===== config.mk =====
export PLATFORM = sky130hd
export DESIGN_NAME = marc8_escape_designation_parser
export DESIGN_NICKNAME = d
export VERILOG_FILES = /design/src/rtl/core/m8esc_pkg.sv /design/src/rtl/core/marc8_escape_designation_parser.sv /design/src/rtl/core/m8esc_parser.sv
export SDC_FILE = /design/constraint.sdc
export NUM_CORES = 1
export LEC_CHECK = 0
export BUFFER_PORTS_ARGS = -buffer_cell sky130_fd_sc_hd__buf_2
export CAP_MARGIN = 0
export CORE_MARGIN = 8
export CORE_UTILIZATION = 50
export DETAILED_ROUTE_END_ITERATION = 7
export PLACE_DENSITY_LB_ADDON = 0.3
export SLEW_MARGIN = 30
export SYNTH_ARGS = -nofsm -noshare
export SYNTH_HDL_FRONTEND = slang
export SYNTH_SLANG_ARGS = --single-unit
export TNS_END_PERCENT = 1

===== constraint.sdc =====
create_clock -name i_clk -period 2 [get_ports i_clk]
set_input_delay 0.6 -clock i_clk [delete_from_list [all_inputs] [get_ports i_clk]]
set_output_delay 0.6 -clock i_clk [all_outputs]
set_load 0.05 [all_outputs]

===== src/rtl/core/m8esc_pkg.sv =====
// Shared types and constants for the MARC-8 escape designation parser.
// No dependencies; used by the parser core, the top level and the checker.
package m8esc_pkg;

    // Character set identifiers
    localparam logic [3:0] SET_LATIN        = 4'd0;
    localparam logic [3:0] SET_ANSEL        = 4'd1;
    localparam logic [3:0] SET_GREEK_SYM    = 4'd2;
    localparam logic [3:0] SET_SUB          = 4'd3;
    localparam logic [3:0] SET_SUPER        = 4'd4;
    localparam logic [3:0] SET_ARABIC       = 4'd5;
    localparam logic [3:0] SET_ARABIC_EXT   = 4'd6;
    localparam logic [3:0] SET_HEBREW       = 4'd7;
    localparam logic [3:0] SET_CYRILLIC     = 4'd8;
    localparam logic [3:0] SET_CYRILLIC_EXT = 4'd9;
    localparam logic [3:0] SET_GREEK        = 4'd10;
    localparam logic [3:0] SET_EACC         = 4'd11;

    // Result status codes
    localparam logic [2:0] ST_DATA    = 3'd0;
    localparam logic [2:0] ST_ESC     = 3'd1;
    localparam logic [2:0] ST_APPLIED = 3'd2;
    localparam logic [2:0] ST_INVALID = 3'd3;
    localparam logic [2:0] ST_TRUNC   = 3'd4;
    localparam logic [2:0] ST_END     = 3'd5;

    // Escape and shortcut bytes
    localparam logic [7:0] C_ESC       = 8'h1B;
    localparam logic [7:0] C_SC_GREEK  = 8'h67;
    localparam logic [7:0] C_SC_SUB    = 8'h62;
    localparam logic [7:0] C_SC_SUPER  = 8'h70;
    localparam logic [7:0] C_SC_LATIN  = 8'h73;

    // Intermediate bytes
    localparam logic [7:0] C_DOLLAR    = 8'h24;
    localparam logic [7:0] C_G0_A      = 8'h28;
    localparam logic [7:0] C_G0_B      = 8'h2C;
    localparam logic [7:0] C_G1_A      = 8'h29;
    localparam logic [7:0] C_G1_B      = 8'h2D;
    localparam logic [7:0] C_BANG      = 8'h21;

    // Final bytes
    localparam logic [7:0] C_F_ARABIC     = 8'h33;
    localparam logic [7:0] C_F_ARABIC_EXT = 8'h34;
    localparam logic [7:0] C_F_LATIN      = 8'h42;
    localparam logic [7:0] C_F_CYRILLIC   = 8'h4E;
    localparam logic [7:0] C_F_CYR_EXT    = 8'h51;
    localparam logic [7:0] C_F_GREEK      = 8'h53;
    localparam logic [7:0] C_F_HEBREW     = 8'h32;
    localparam logic [7:0] C_F_ANSEL      = 8'h45;
    localparam logic [7:0] C_F_EACC       = 8'h31;

    typedef enum logic [1:0] {
        PH_IDLE  = 2'd0,
        PH_ESC   = 2'd1,
        PH_INTER = 2'd2
    } t_phase;

    typedef struct packed {
        logic multibyte;
        logic ansel_mark;
        logic g0_page;
        logic g1_page;
    } t_flags;

    typedef struct packed {
        logic       ok;
        logic [3:0] set;
    } t_sel;

    typedef struct packed {
        logic [2:0] status;
        logic [7:0] passed_byte;
        logic [3:0] g0_set;
        logic [3:0] g1_set;
    } t_result;

    // Set selected by a final byte, qualified by the intermediates seen.
    function automatic t_sel final_set(input logic [7:0] b, input t_flags f);
        t_sel s;
        logic plain;
        plain = !f.ansel_mark && !f.multibyte;
        s.ok  = 1'b0;
        s.set = SET_LATIN;
        unique case (b)
            C_F_ARABIC:     begin s.ok = plain; s.set = SET_ARABIC;       end
            C_F_ARABIC_EXT: begin s.ok = plain; s.set = SET_ARABIC_EXT;   end
            C_F_LATIN:      begin s.ok = plain; s.set = SET_LATIN;        end
            C_F_CYRILLIC:   begin s.ok = plain; s.set = SET_CYRILLIC;     end
            C_F_CYR_EXT:    begin s.ok = plain; s.set = SET_CYRILLIC_EXT; end
            C_F_GREEK:      begin s.ok = plain; s.set = SET_GREEK;        end
            C_F_HEBREW:     begin s.ok = plain; s.set = SET_HEBREW;       end
            C_F_ANSEL: begin
                s.ok  = f.ansel_mark && !f.multibyte;
                s.set = SET_ANSEL;
            end
            C_F_EACC: begin
                s.ok  = f.multibyte && !f.ansel_mark;
                s.set = SET_EACC;
            end
            default: s.ok = 1'b0;
        endcase
        return s;
    endfunction

endpackage


===== src/rtl/core/marc8_escape_designation_parser.sv =====
// Top level of the MARC-8 escape designation parser: input register,
// parser core and output register. Depends on m8esc_pkg and m8esc_parser.
//
// Usage:
//   Input channel: i_valid / o_stall carry one stream byte (i_code_byte) or
//   an end marker (i_stream_end) per beat. Output channel: o_valid / i_stall
//   carry one result per input beat: o_status, o_passed_byte and the G0/G1
//   designations after that byte.
//   Path: a beat taken into the input register is decoded by the parser core and
//   registered in the output register once the output side is free.
//   Throughput: one beat per cycle unless stalled; a byte's decode is a single pass
//   from the input register through the parser core into the output register.
//   Stall: while the output register holds an untaken result, the input
//   register still fills; o_stall rises only when both are full and i_stall
//   is high. Parser state advances only when a result enters the output
//   register, so nothing is lost or repeated.
//   Reset (synchronous, active low): both registers empty, G0 = basic latin,
//   G1 = ANSEL, parser idle with all sequence flags clear.
module marc8_escape_designation_parser (
    input  logic       i_clk,
    input  logic       i_rst_n,
    input  logic       i_valid,
    output logic       o_stall,
    input  logic [7:0] i_code_byte,
    input  logic       i_stream_end,
    output logic       o_valid,
    input  logic       i_stall,
    output logic [2:0] o_status,
    output logic [7:0] o_passed_byte,
    output logic [3:0] o_g0_set,
    output logic [3:0] o_g1_set
);

    logic               r_in_valid;
    logic [7:0]         r_in_byte;
    logic               r_in_end;
    logic               r_out_valid;
    m8esc_pkg::t_result r_out;
    m8esc_pkg::t_result w_result;
    logic               w_adv;

    assign w_adv   = r_in_valid && (!r_out_valid || !i_stall);
    assign o_stall = r_in_valid && r_out_valid && i_stall;

    always_ff @(posedge i_clk) begin
        if (!i_rst_n) begin
            r_in_valid <= 1'b0;
        end else if (!o_stall) begin
            r_in_valid <= i_valid;
        end
    end

    always_ff @(posedge i_clk) begin
        if (!o_stall) begin
            r_in_byte <= i_code_byte;
            r_in_end  <= i_stream_end;
        end
    end

    m8esc_parser u_parser (
        .i_clk        (i_clk),
        .i_rst_n      (i_rst_n),
        .i_en         (w_adv),
        .i_code_byte  (r_in_byte),
        .i_stream_end (r_in_end),
        .o_result     (w_result)
    );

    always_ff @(posedge i_clk) begin
        if (!i_rst_n) begin
            r_out_valid <= 1'b0;
        end else if (w_adv) begin
            r_out_valid <= 1'b1;
        end else if (!i_stall) begin
            r_out_valid <= 1'b0;
        end
    end

    always_ff @(posedge i_clk) begin
        if (w_adv) begin
            r_out <= w_result;
        end
    end

    assign o_valid       = r_out_valid;
    assign o_status      = r_out.status;
    assign o_passed_byte = r_out.passed_byte;
    assign o_g0_set      = r_out.g0_set;
    assign o_g1_set      = r_out.g1_set;

endmodule


===== src/rtl/core/m8esc_parser.sv =====
// Parser core: phase, sequence flags and G0/G1 designations, plus the
// single-pass decode of one byte. Depends on m8esc_pkg.
module m8esc_parser (
    input  logic                i_clk,
    input  logic                i_rst_n,
    input  logic                i_en,
    input  logic [7:0]          i_code_byte,
    input  logic                i_stream_end,
    output m8esc_pkg::t_result  o_result
);

    m8esc_pkg::t_phase r_phase, n_phase, w_phase;
    m8esc_pkg::t_flags r_flags, n_flags;
    logic [3:0]        r_g0, n_g0;
    logic [3:0]        r_g1, n_g1;

    logic              w_area;
    logic              w_inter_ok;
    m8esc_pkg::t_flags w_inter_flags;
    m8esc_pkg::t_sel   w_final;

    always_ff @(posedge i_clk) begin
        if (!i_rst_n) begin
            r_phase <= m8esc_pkg::PH_IDLE;
            r_flags <= '0;
            r_g0    <= m8esc_pkg::SET_LATIN;
            r_g1    <= m8esc_pkg::SET_ANSEL;
        end else if (i_en) begin
            r_phase <= n_phase;
            r_flags <= n_flags;
            r_g0    <= n_g0;
            r_g1    <= n_g1;
        end
    end

    // Intermediate byte check against the flags collected so far
    always_comb begin
        w_area        = r_flags.multibyte || r_flags.g0_page || r_flags.g1_page;
        w_inter_ok    = 1'b1;
        w_inter_flags = r_flags;
        case (i_code_byte) inside
            m8esc_pkg::C_BANG: begin
                if (!w_area || r_flags.multibyte || r_flags.ansel_mark) begin
                    w_inter_ok = 1'b0;
                end else begin
                    w_inter_flags.ansel_mark = 1'b1;
                end
            end
            m8esc_pkg::C_DOLLAR: begin
                if (w_area) begin
                    w_inter_ok = 1'b0;
                end else begin
                    w_inter_flags.multibyte = 1'b1;
                end
            end
            m8esc_pkg::C_G0_A, m8esc_pkg::C_G0_B: begin
                if ((w_area && !r_flags.multibyte) || r_flags.g0_page || r_flags.g1_page) begin
                    w_inter_ok = 1'b0;
                end else begin
                    w_inter_flags.g0_page = 1'b1;
                end
            end
            m8esc_pkg::C_G1_A, m8esc_pkg::C_G1_B: begin
                if ((w_area && !r_flags.multibyte) || r_flags.g0_page || r_flags.g1_page) begin
                    w_inter_ok = 1'b0;
                end else begin
                    w_inter_flags.g1_page = 1'b1;
                end
            end
            default: w_inter_ok = 1'b0;
        endcase
        w_final = m8esc_pkg::final_set(i_code_byte, r_flags);
    end

    always_comb begin
        // the unused phase code behaves as idle
        w_phase = (r_phase == m8esc_pkg::PH_ESC || r_phase == m8esc_pkg::PH_INTER) ?
                  r_phase : m8esc_pkg::PH_IDLE;
        n_phase = w_phase;
        n_flags = r_flags;
        n_g0    = r_g0;
        n_g1    = r_g1;
        o_result.status      = m8esc_pkg::ST_ESC;
        o_result.passed_byte = 8'h00;

        if (i_stream_end) begin
            if (w_phase == m8esc_pkg::PH_IDLE) begin
                o_result.status = m8esc_pkg::ST_END;
            end else begin
                o_result.status = m8esc_pkg::ST_TRUNC;
                n_phase = m8esc_pkg::PH_IDLE;
                n_flags = '0;
            end
        end else begin
            unique case (w_phase)
                m8esc_pkg::PH_IDLE: begin
                    if (i_code_byte == m8esc_pkg::C_ESC) begin
                        n_phase         = m8esc_pkg::PH_ESC;
                        o_result.status = m8esc_pkg::ST_ESC;
                    end else begin
                        o_result.status      = m8esc_pkg::ST_DATA;
                        o_result.passed_byte = i_code_byte;
                    end
                end
                m8esc_pkg::PH_ESC: begin
                    n_phase         = m8esc_pkg::PH_IDLE;
                    n_flags         = '0;
                    o_result.status = m8esc_pkg::ST_APPLIED;
                    case (i_code_byte) inside
                        m8esc_pkg::C_SC_GREEK: n_g0 = m8esc_pkg::SET_GREEK_SYM;
                        m8esc_pkg::C_SC_SUB:   n_g0 = m8esc_pkg::SET_SUB;
                        m8esc_pkg::C_SC_SUPER: n_g0 = m8esc_pkg::SET_SUPER;
                        m8esc_pkg::C_SC_LATIN: n_g0 = m8esc_pkg::SET_LATIN;
                        m8esc_pkg::C_DOLLAR, m8esc_pkg::C_G0_A, m8esc_pkg::C_G0_B,
                        m8esc_pkg::C_G1_A, m8esc_pkg::C_G1_B: begin
                            // flags are clear here, so the first intermediate always passes
                            n_phase         = m8esc_pkg::PH_INTER;
                            n_flags         = w_inter_flags;
                            o_result.status = m8esc_pkg::ST_ESC;
                        end
                        default: o_result.status = m8esc_pkg::ST_INVALID;
                    endcase
                end
                m8esc_pkg::PH_INTER: begin
                    if (i_code_byte[7:4] == 4'h2) begin
                        if (w_inter_ok) begin
                            n_flags         = w_inter_flags;
                            o_result.status = m8esc_pkg::ST_ESC;
                        end else begin
                            n_phase         = m8esc_pkg::PH_IDLE;
                            n_flags         = '0;
                            o_result.status = m8esc_pkg::ST_INVALID;
                        end
                    end else begin
                        n_phase = m8esc_pkg::PH_IDLE;
                        n_flags = '0;
                        if (w_final.ok) begin
                            o_result.status = m8esc_pkg::ST_APPLIED;
                            if (r_flags.g1_page) begin
                                n_g1 = w_final.set;
                            end else begin
                                n_g0 = w_final.set;
                            end
                        end else begin
                            o_result.status = m8esc_pkg::ST_INVALID;
                        end
                    end
                end
                default: ;
            endcase
        end

        o_result.g0_set = n_g0;
        o_result.g1_set = n_g1;
    end

endmodule


# Word-level counts from Yosys, hierarchy flattened
# Index checks and enable logic that the tools add are counted.
[totals]
word_cells = 144
in_bits = 13
register_bits = 44
out_inout_bits = 21
[op_classes]
n_eq_ne = 27
mux = 73
n_reduce_logical = 28
n_bitwise = 1
[op_table]
columns = ["op", "count"]
rows = [
  ["4-bit 2-to-1 mux", 22],
  ["8-bit by 6-bit == test with 1-bit output (second input constant)", 10],
  ["8-bit by 7-bit == test with 1-bit output (second input constant)", 9],
  ["4-bit one-hot mux with 8 select lines", 1],
  ["2-bit 2-to-1 mux", 14],
  ["1-bit 2-to-1 mux", 26],
  ["4-bit one-hot mux with 2 select lines", 2],
  ["3-bit 2-to-1 mux", 5],
  ["3-bit one-hot mux with 3 select lines", 1],
  ["8-bit by 5-bit == test with 1-bit output (second input constant)", 1],
  ["1-bit logical OR", 8],
  ["1-bit logical AND", 7],
  ["7-bit OR reduction", 1],
  ["2-bit one-hot mux with 3 select lines", 1],
  ["1-bit logical NOT", 5],
  ["5-bit OR reduction", 1],
  ["2-bit by 1-bit == test with 1-bit output (second input constant)", 2],
  ["2-bit == test (second input constant)", 2],
  ["4-bit by 2-bit == test with 1-bit output (second input constant)", 1],
  ["2-bit OR reduction", 2],
  ["1-bit one-hot mux with 3 select lines", 1],
  ["3-bit AND reduction", 1],
  ["3-bit nonzero test", 1],
  ["3-bit OR reduction", 1],
  ["other kinds (4)", 4],
]

# Longest topological paths before layout
[logic_depth]
word_depth = 17
depth_mapped = 8
ltp_nobuf = 7

# Modules after synthesis
# From an unflattened synthesis, not the netlist that was laid out.
[unflattened]
cells_unflattened = 253
area_unflattened_um2 = 2551.2
[by_module_without_submodules]
columns = ["module", "n_inst", "seq_area_each_um2", "area_per_inst_um2", "cells_each"]
rows = [
  ["m8esc_parser", 1, 280.3, 1630.3, 217],
  ["marc8_escape_designation_parser", 1, 880.8, 920.9, 36],
]

# Least setup slack after synthesis
# Ideal clock, no wire load.
[synth_timing]
path_type = "register to output"
start = "register r_out_valid, in the netlist o_valid"
end = "output port o_stall"
slack_ns = -0.106
t_arrival_ns = 1.506
required_time_ns = 1.400
path_stages_with_launch = 3
n_path_buf = 0
cell_sequence = "dfxtp_1 nand3_1 inv_1"
[synth_via]
elab_chain_cells = 2
[synth_rtl]
columns = ["element", "line_no", "text"]
rows = [
  ["start: declaration", "marc8_escape_designation_parser.sv:37", "logic r_out_valid;"],
  ["start signal: assignment", "marc8_escape_designation_parser.sv:71", "r_out_valid <= 1'b0;"],
  ["start signal: assignment", "marc8_escape_designation_parser.sv:73", "r_out_valid <= 1'b1;"],
  ["start signal: assignment", "marc8_escape_designation_parser.sv:75", "r_out_valid <= 1'b0;"],
  ["1-bit logical AND (2 in series)", "marc8_escape_designation_parser.sv:43", "assign o_stall = r_in_valid && r_out_valid && i_stall;"],
  ["end: declaration", "marc8_escape_designation_parser.sv:23", "output logic o_stall,"],
]
# Every way passes these cells.

# Final worst setup path
[layout_timing]
start = "register r_in_byte[5]"
end = "register r_out (netlist bit o_g1_set[0]), data pin"
[layout_via]
elab_chain_cells = 7
word_cells_on_any_way = 18
cone_classes = "eq/ne: 10; mux: 7; reduce/logical: 1"
[layout_rtl]
columns = ["element", "line_no", "text"]
rows = [
  ["start: declaration", "marc8_escape_designation_parser.sv:35", "logic [7:0] r_in_byte;"],
  ["start signal: assignment", "marc8_escape_designation_parser.sv:55", "r_in_byte <= i_code_byte;"],
  ["8-bit by 6-bit == test with 1-bit output or 8-bit by 7-bit == test with 1-bit output (tied branches)", "m8esc_pkg.sv:85", "unique case (b)"],
  ["7-bit OR reduction (no line) or 4-bit one-hot mux with 8 select lines (tied branches)", "n/a", ""],
  ["1-bit one-hot mux with 3 select lines or 4-bit 2-to-1 mux (tied branches)", "m8esc_pkg.sv:85, m8esc_parser.sv:139", ""],
  ["4-bit 2-to-1 mux", "m8esc_parser.sv:137", "if (w_final.ok) begin"],
  ["4-bit 2-to-1 mux *", "m8esc_parser.sv:125", "if (i_code_byte[7:4] == 4'h2) begin"],
  ["4-bit 2-to-1 mux *", "m8esc_parser.sv:95", "unique case (w_phase)"],
  ["4-bit 2-to-1 mux *", "m8esc_parser.sv:86", "if (i_stream_end) begin"],
  ["net u_parser.n_g1[0]", "m8esc_parser.sv:15", "logic [3:0] r_g1, n_g1;"],
  ["end signal: assignment", "marc8_escape_designation_parser.sv:81", "r_out <= w_result;"],
  ["end: declaration", "marc8_escape_designation_parser.sv:38", "m8esc_pkg::t_result r_out;"],
]
# The timed path passes the listed nets; every way through them passes the cells marked *.
# A chain may end at the register's enable or synchronous reset.

==> metrics.cfg <==
[run_status]
status=finished with violations
violations=setup timing

[timing]
rsz0062_at_grt=yes
skew_ns=0.0114
period_minus_slack_ns=2.18
fin_crit_sh=1.09
worst_slew_pin_slew_ns=0.463
layout_setup_ws_ns=-0.183
hold_viol_final=0
slew_violations=0
setup_viol=24
fmax_ghz=0.458
maxSlewHeadroom=0.690
whs_ns=0.465
tns_ns=-2.33

[final_layout]
area_growth_pct=31.6
drive_above_1_share=0.397
num_antenna_cells=0
final_nets=367
final_core_util=0.667
layoutNonFillerInstCount=425

[logic_synthesis]
synth_most_common_cell=edfxtp_1
yosys.area.top_type=edfxtp_1
synthFlopType=edfxtp_1
syn-cell-area_um2=2720
syn_inst=269
yosys-top-cells-count=edfxtp_1, nand2_1, dfxtp_1
yosysUniqueCellTypes=73
synthDominantCellAreaShare=0.309
ys_seq_elements=44
ys_seq_area_frac=0.426
syn-num-nets=284
async_reset_ff_frac=0
syn_avg_cell_area_um2=10.1
synthTopCellsByArea=edfxtp_1, dfxtp_1, o211ai_1, a21oi_1, nand2_1
ys_warn_count=0
synth-edff-count=28

[worst_setup_path]
crit_chain=and4bb_1 -> a32o_1 -> o21a_1 -> o21ai_4 -> mux2_4
cp.required_ns=2.04
r2r_end=o_g1_set[0]$_DFFE_PP_
crit_arrival_ns=2.22
cpPeakStageDelay_ns=0.52
r2r_slack_ns=-0.18
path_class=reg2reg
start_kind=flip-flop
critPathSlowestCell=edfxtp_1
crit_path_max_fanout=6
cp-end-kind=flip-flop
rr_worst_depth=5
r2r_start=r_in_byte[5]$_DFFE_PN_

[die]
start_util=0.507
core.rowCount=27
core_um2=5370
dieArea_um2=8070
die_w_um=89.8
die_h_um=89.8
io_pins=34

[detailed_routing]
num_vias=2565
drt-pass1-iter-count=5
wl_per_cell_um=17.5
vias_per_cell=6.04
drtIter0Drc=287
postRouteAntennaNets=0
drc=0
totalWireLength_mm=7.43

[place]
portBuffers=33
dpl.cell_count=409
dp_hpwl_mm=5.54
gp_congestion=0.948

[grt]
grt_use_met1=0.226
grtUsageTotal=0.180
grt_pass1_wl_mm=12.0
grt_use_met3=0.0382
met2_usage=0.283
top_usage_layer=met2
grt_pass1_vias=2454
antenna_found_initial=0
grt-ovfl-total=0
grt_max_degree=27

[clocking]
cts_buffer_depth=2
numCtsBuffers=5
cts-root-buf=clkbuf_8
cts_hold_buf=0
htree_levels=2
clock_sinks=44
cts_tree=done
clk_pin_slew_ns=0.07
worstSkewPairLatency_ns=0.29

[power_and_ir_drop]
peakVddDrop_mv=0.361
switchingPower_uw=543
p_clk_frac=0.270
power_density_nw_per_um2=542
power_frac_seq=0.527
p_int_uw=1400
p_comb_frac=0.202
p_sw_frac=0.280
leakagePower_uw=0.00138

[worst_hold_path]
min_path_type=reg2reg
whs_endpoint=u_parser.r_g1[2]$_SDFFE_PN0P_
min_path_cells=2
worstHoldStart=u_parser.r_g1[2]$_SDFFE_PN0P_

[flow_run]
cap_violations=0

-- cell type report --
| class | count | area, um^2 |
|---|---|---|
| clock inverter | 1 | 5.00 |
| multi-input combinational | 192 | 1560 |
| fill | 438 | 1790 |
| tap | 72 | 90.1 |
| timing repair buffer | 93 | 623 |
| inverter | 16 | 63.8 |
| clock buffer | 7 | 76.3 |
| sequential | 44 | 1160 |
-- power groups by stage --
stage               Clock (uW)  Sequential [uW]  Combinational (uW)
floorplan                    0             1100                 167
global placement             0             1040                 354
detailed placement           0             1040                 356
CTS                        536             1020                 375
global route               581             1030                 418
finish                     525             1020                 393
-- sequential cells by signal, indices dropped and copies added (netlist names) --
register and flops:
u_parser.r_g1 4, o_valid 1, o_g1_set 4, u_parser.r_g0 4, r_in_valid 1, u_parser.r_phase 2, o_status 3, o_passed_byte 8
r_in_end 1, r_in_byte 8, u_parser.r_flags 4, o_g0_set 4
-- placed cells by master (no fill, tap or decap), types with 6 or more instances in the layout --
cell / instances
nor2_1: 13
dfxtp_1: 16
nand2_1: 17
and2_1: 6
a21oi_1: 9
buf_4: 58
and3_1: 7
inv_1: 14
o211ai_1: 9
edfxtp_1: 28
buf_2: 33
-- logic make-up (layout without fill, tap and decap cells) --
family | after synthesis | count (layout) | share of synthesized area
adders and majority gates | 2 | 2 | 0.00919
muxes | 9 | 9 | 0.0354
DFF | 44 | 44 | 0.426
xor gates and xnor gates | 2 | 2 | 0.00643
AOI/OAI and AO/OA | 79 | 79 | 0.231
and+or+nand+nor | 100 | 100 | 0.243
buffers and inverters | 33 | 117 | 0.0496
-- worst max-delay path: cells and delay by family, from the launching register on --
family / cells / cell delay (ns)
compound gates: 3 / 0.77
simple gates: 1 / 0.32
flops: 1 / 0.52
mux: 1 / 0.33
-- per-stage QoR --
| stage | area, um^2 | setup WS (ns) | total power (uW) |
|---|---|---|---|
| final | 3580 | -0.183 | 1940 |
| after global routing | 3580 | -0.246 | 2030 |
| after CTS | 3510 | -0.186 | 1930 |
| after detailed placement | 3300 | -0.230 | 1400 |
| after global placement | 3300 | -0.189 | 1400 |
| after floorplan | 2730 | -0.0971 | 1270 |
-- how the worst max path moves through the flow --
stage | cells after the start | endpoint | slack [ns] | from
final | 5 | o_g1_set[0]$_DFFE_PP_ | -0.18 | r_in_byte[5]$_DFFE_PN_
after detailed placement | 5 | o_g1_set[3]$_DFFE_PP_ | -0.23 | r_in_byte[1]$_DFFE_PN_
after CTS | 5 | o_g1_set[0]$_DFFE_PP_ | -0.19 | r_in_byte[1]$_DFFE_PN_
after floorplan | 5 | o_g0_set[0]$_DFFE_PP_ | -0.1 | r_in_byte[2]$_DFFE_PN_
after global placement | 5 | u_parser.r_flags[3]$_SDFFE_PN0P_ | -0.19 | r_in_byte[1]$_DFFE_PN_
after global routing | 5 | o_g0_set[1]$_DFFE_PP_ | -0.25 | r_in_byte[5]$_DFFE_PN_
-- layer usage --
metal  part of all wire  vias to the layer above
met4              0.037                        0
met1               0.44                     1224
met2               0.47                      110
li1                   -                     1209
met3              0.057                       22
met5                  0                        -
-- what timing repair did --
action                     in CTS  in global routing
buffers inserted                5                  3
gates resized for setup        21                 10
pin swaps                       7                  7
setup endpoints to repair      26                 28
Note: power is estimated with default switching activity, not from simulation.
